File: config.mk
export PLATFORM = sky130hd
export DESIGN_NAME = afsc_queue
export DESIGN_NICKNAME = d
export VERILOG_FILES = /design/src/hdl/afsc_pkg.sv /design/src/hdl/afsc_queue.sv
export SDC_FILE = /design/constraint.sdc
export NUM_CORES = 1
export LEC_CHECK = 0
export BUFFER_PORTS_ARGS = -buffer_cell sky130_fd_sc_hd__clkbuf_2
export CORE_MARGIN = 10
export CORE_UTILIZATION = 50
export CTS_CLUSTER_SIZE = 25
export DETAILED_ROUTE_END_ITERATION = 8
export GPL_TIMING_DRIVEN = 0
export PLACE_DENSITY = 0.78
export SLEW_MARGIN = 20
export SYNTH_ARGS = -nofsm -noshare
export SYNTH_HDL_FRONTEND = slang
export SYNTH_SLANG_ARGS = --single-unit
File: constraint.sdc
create_clock -name clk -period 7.3 [get_ports clk]
set_input_delay 1.825 -clock clk [delete_from_list [all_inputs] [get_ports clk]]
set_output_delay 1.825 -clock clk [all_outputs]
set_load 0.02 [all_outputs]
File: src/hdl/afsc_pkg.sv
// Package: shared types, codes and decode helpers for the accelerometer step counter.
package afsc_pkg;

    localparam int WORD_W   = 16;
    localparam int SAMPLE_W = 16;
    localparam int THR_W    = 28;
    localparam int MAG_W    = 32;
    localparam int COUNT_W  = 32;
    localparam int SQ_W     = 31;

    localparam logic [THR_W-1:0] HIGH_THR_RESET = THR_W'(2200000);
    localparam logic [THR_W-1:0] LOW_THR_RESET  = THR_W'(900000);

    typedef enum logic [0:0] {
        REG_HIGH_THR = 1'b0,
        REG_LOW_THR  = 1'b1
    } cfg_index_t;

    typedef enum logic [1:0] {
        TAG_X    = 2'd0,
        TAG_Y    = 2'd1,
        TAG_Z    = 2'd2,
        TAG_TEMP = 2'd3
    } axis_tag_t;

    typedef enum logic [1:0] {
        PH_SEEK_X = 2'd0,
        PH_SEEK_Y = 2'd1,
        PH_SEEK_Z = 2'd2
    } phase_t;

    typedef struct packed {
        logic signed [SAMPLE_W-1:0] x;
        logic signed [SAMPLE_W-1:0] y;
        logic signed [SAMPLE_W-1:0] z;
        logic                       order_error;
    } triple_t;

    // bits 13:0 kept, bits 15:14 replaced by bit 12
    function automatic logic signed [SAMPLE_W-1:0] decode_word(input logic [WORD_W-1:0] w);
        return $signed({w[12], w[12], w[13:0]});
    endfunction

    function automatic axis_tag_t word_tag(input logic [WORD_W-1:0] w);
        return axis_tag_t'(w[15:14]);
    endfunction

endpackage

File: src/hdl/afsc_queue.sv
// Two-entry queue decoupling the front end from the magnitude back end.
module afsc_queue
    import afsc_pkg::*;
(
    input  logic    clk,
    input  logic    rst_n,
    input  logic    push_valid,
    output logic    push_ready,
    input  triple_t push_item,
    output logic    pop_valid,
    input  logic    pop_ready,
    output triple_t pop_item
);

    triple_t     mem [2];
    logic        wr_ptr_reg, wr_ptr_next;
    logic        rd_ptr_reg, rd_ptr_next;
    logic [1:0]  count_reg, count_next;
    logic        do_push, do_pop;

    assign push_ready = (count_reg != 2'd2);
    assign pop_valid  = (count_reg != 2'd0);
    assign pop_item   = mem[rd_ptr_reg];
    assign do_push    = push_valid && push_ready;
    assign do_pop     = pop_valid && pop_ready;

    always_comb
    begin
        wr_ptr_next = do_push ? ~wr_ptr_reg : wr_ptr_reg;
        rd_ptr_next = do_pop ? ~rd_ptr_reg : rd_ptr_reg;
        count_next  = count_reg + 2'(do_push) - 2'(do_pop);
    end

    always_ff @(posedge clk or negedge rst_n)
    begin
        if (!rst_n)
        begin
            wr_ptr_reg <= 1'b0;
            rd_ptr_reg <= 1'b0;
            count_reg  <= 2'd0;
        end
        else
        begin
            wr_ptr_reg <= wr_ptr_next;
            rd_ptr_reg <= rd_ptr_next;
            count_reg  <= count_next;
        end
    end

    always_ff @(posedge clk)
    begin
        if (do_push)
        begin
            mem[wr_ptr_reg] <= push_item;
        end
    end

endmodule

# --- Yosys cells after proc, flatten, opt, wreduce, memory -nomap -nowiden ---
# Memories as Yosys holds them, arrays and structs flattened.
# Cells that the tools add are included.
classes:
  n_addsub: 2
  eq_ne: 1
  n_mux: 2
  n_bitwise: 2
  n_reduce_logical: 3
op_table:
  columns: ["operator", "count"]
  rows:
  - ["$add A2 B1 Y2", 1]
  - ["$logic_and A1 B1 Y1", 2]
  - ["$mux W1", 2]
  - ["$ne A2 B2 Y1 const B", 1]
  - ["$not A1 Y1", 2]
  - ["$reduce_bool A2 Y1", 1]
  - ["$sub A2 B1 Y2", 1]
totals:
  register_bits: 4
  ram_bits: 98
  inputBits: 53
  elab_cells: 14
  memories: 1
mem_list:
  columns: ["name", "words", "word_bits", "rd", "rd_ports_with_merged_regs", "wr", "line_no", "rtl"]
  rows:
  - ["mem", 2, 49, 1, 0, 1, "afsc_queue.sv:15", "triple_t mem [2];"]

# --- Depth between registers and ports, before layout ---
depth:
  ltp_word: 4
  mapped_depth: 7
  ltp_nobuf: 7

# --- Worst setup path before layout ---
# Ideal clock, no wire load.
synth_path:
  kind: "input -> register"
  from: "in push_valid"
  to: "mem mem[0][0] (netlist name), enable pin"
  setup_time_ns: 0.456
  arrival_ns: 3.983
  setup_slack_ns: 2.861
  path_stages: 2
  path_cell_list: "nand2_1 -> nor2_1"
synth_between:
  elab_chain_cells: 3
synth_lines:
  columns: ["item", "line_no", "rtl"]
  rows:
  - ["from (decl)", "afsc_queue.sv:7", "input logic push_valid,"]
  - ["$logic_and A1 B1 Y1", "afsc_queue.sv:24", "assign do_push = push_valid && push_ready;"]
  - ["$mux W1", "afsc_queue.sv:52", "if (do_push)"]
  - ["$mux W1 (implied by the code)", "afsc_queue.sv:54", "mem[wr_ptr_reg] <= push_item;"]
  - ["to (decl)", "afsc_queue.sv:15", null]
# Every way passes these cells.

==> metrics.txt <==
min-delay worst type=flip-flop to flip-flop; Pwr Total=about 1.8 mW; Port-buffer cells=103; final setup TNS=0 ns; Detail Placement HPWL=roughly 4800 um; Cell Rows=31; Final Max Tran Viols=0; syn nets=225; mapped cell area=3755 um2; Via density=between 4 and 5; synth-to-layout area growth=22.33%; post-synth top area cell=edfxtp_1; top-area cell type share of the netlist area=78.37%; PD cells=between 300 and 400 nW/um2; largest net degree at the start of global routing=50; register area share after synthesis=81.04%; clock-pin slew on the worst setup and hold paths=0.08 ns; Fill cells=592; Yosys reg bits=102; min Tclk post-route=3.374 ns; drt drc=0; Setup Skew=0.008837 ns; Crit Path Max Fanout=10; max reg flops=98; antenna violations before repair=0; Worst Setup End Kind=output port; Max IR drop VDD=0.0002823 V; Distinct cells, synth=16; post-route clock period utilization=46.21%; CP cell instances=buf_2 > buf_6 > mux2_2 > clkbuf_2; num ports=104; clock latency on the worst-skew pair=0.34 ns; CTS Buffer Depth=2; Post-synth ARST share=3.922%; Avg Synthesized Cell Area=around 22 um2; antenna-violating nets left=0; Hold Buf Count CTS=0; die height=roughly 110 um; Simple-Gate Fraction of Synth Area=0.9330%; Worst slew margin=49.09%; number of diodes=0; layout cell share with drive strength beyond 1=around 59%; CP peak stage delay=0.35 ns; drt wl/cell=17.47 um; post-synthesis mux area share=approximately 15%; global-route usage over all layers=a little under an eighth; RSZ-0062 raised after global routing=false; main combinational cell family by area after synthesis=multiplexers; CP startpoint kind=flip-flop; # Post-CTS Setup Buffers=0; CTS tree=yes; Clock Sink Count=102; CP arrival=around 1.6 ns; post-synthesis adder-cell area fraction=less than 1%; Fmax achieved=296.4 MHz; Die X-Extent=roughly 110 um; DIE AREA=about 11000 um2; slowest stage cell, crit path=mux2_2; leak pwr=1.755 nW; Initial Utilization=51.49%; CORE AREA=~7300 um2; Synth Area in Compound Gates=0%; # H-tree levels=3; Synth top cells by count=edfxtp_1 (98), mux2_2 (45), buf_6 (5), dfrtp_1 (4), mux2_1 (4); Fin. Hold Viols=0; grt total ovfl=0; status=finished clean; root buffer cell=clkbuf_8; vias in the first global route=around 2100; Total Wirelength=6795 um; R2R cell count=4; Synth Area in XOR/XNOR=0.9330%; Pre-antenna DRT Iters=4; GPL Wtd Cong=0.6604; top_reg_cell synth=edfxtp_1; Detailed Route Iter0 Violations=34; Worst Max-Slew Pin Slew=around 0.76 ns; Final setup viols=0; cts repair resizes=0; first-pass GRT wire length=10290 um; YS warnings=0; Post-synth EDFFs=98; fin util=62.99%; Num CTS Buffers=9; most frequent cell after synthesis=edfxtp_1; number of max-cap violations=0; nets=340; Crit path required time=5.48 ns; via count=1881; Worst Hold Depth=1; Synth area leaders=edfxtp_1 (78%), mux2_2 (13%), dfrtp_1 (2.7%); Mapped Cells=170; kind of critical path=flip-flop to output port
## cells by family after synthesis
kind of cell / Yosys count
DFF: 102
adders and majority gates: 2
muxes: 49
and+or+nand+nor: 6
xor gates and xnor gates: 4
buffers and inverters: 7
## through the flow
stage,cells,area (um2),hold WS (ns),worst slack [ns]
after floorplan,170,3755,0.4608,2.861
after global placement,372,4394,0.4818,1.583
after detailed placement,373,4427,0.5339,4.004
after CTS,389,4593,0.5584,3.885
after global routing,389,4593,0.5781,3.828
final,389,4593,0.5581,3.926
## power breakdown
part	internal, mW	total [mW]	leakage [nW]	switching, mW
logic	0.276	0.686	0.713	0.409
registers	0.801	0.834	0.957	0.0328
clock network	0.123	0.300	0.0853	0.176
## cell type report
| cell class | instances | area (um2) | share of cell area [%] |
|---|---|---|---|
| multi-input combinational | 61 | 659.4 | 14.36 |
| clock buffer | 10 | 127.6 | 2.779 |
| timing repair buffer | 104 | 535.5 | 11.66 |
| sequential | 102 | 3043 | 66.25 |
| tap | 99 | 123.9 | 2.697 |
| inverter | 1 | 3.754 | 0.08172 |
| clock inverter | 6 | 38.79 | 0.8445 |
| buffer | 6 | 61.31 | 1.335 |
## worst max-delay path, delay by kind of cell, from the launching register on
kind | cells | cell delay, ns
DFF | 1 | 0.33
buffers and inverters | 3 | 0.54
muxes | 1 | 0.35
## cells in the final DEF, fill, tap and decap left out, types with 3 or more instances in the layout
cell,n
clkbuf_2,103
edfxtp_1,98
mux2_2,45
clkbuf_8,9
buf_6,5
mux2_1,4
dfrtp_1,4
xnor2_1,3
clkinv_4,3
## layer usage
| metal | global-route usage (%) | vias up | routed length, um |
|---|---|---|---|
| met5 | 0 | - | 0 |
| met4 | 4.642 | 0 | 71 |
| met3 | 4.611 | 8 | 486 |
| met2 | 20.63 | 57 | 3631 |
| met1 | 11.80 | 922 | 2607 |
| li1 | - | 894 | - |
## final timing paths
path	start	end	slack, ns
worst min-delay path	count_reg[0]	count_reg[0]	0.56
worst min register to register	count_reg[0]	count_reg[0]	0.56
min in group asynchronous	rst_n	count_reg[0]	1.28
worst max-delay path	rd_ptr_reg	pop_item[31]	3.93
worst max register to register	count_reg[1]	mem[0][20]	5.40
max in group asynchronous	rst_n	count_reg[1]	5.89
Note: power is estimated with default switching activity, not from simulation.
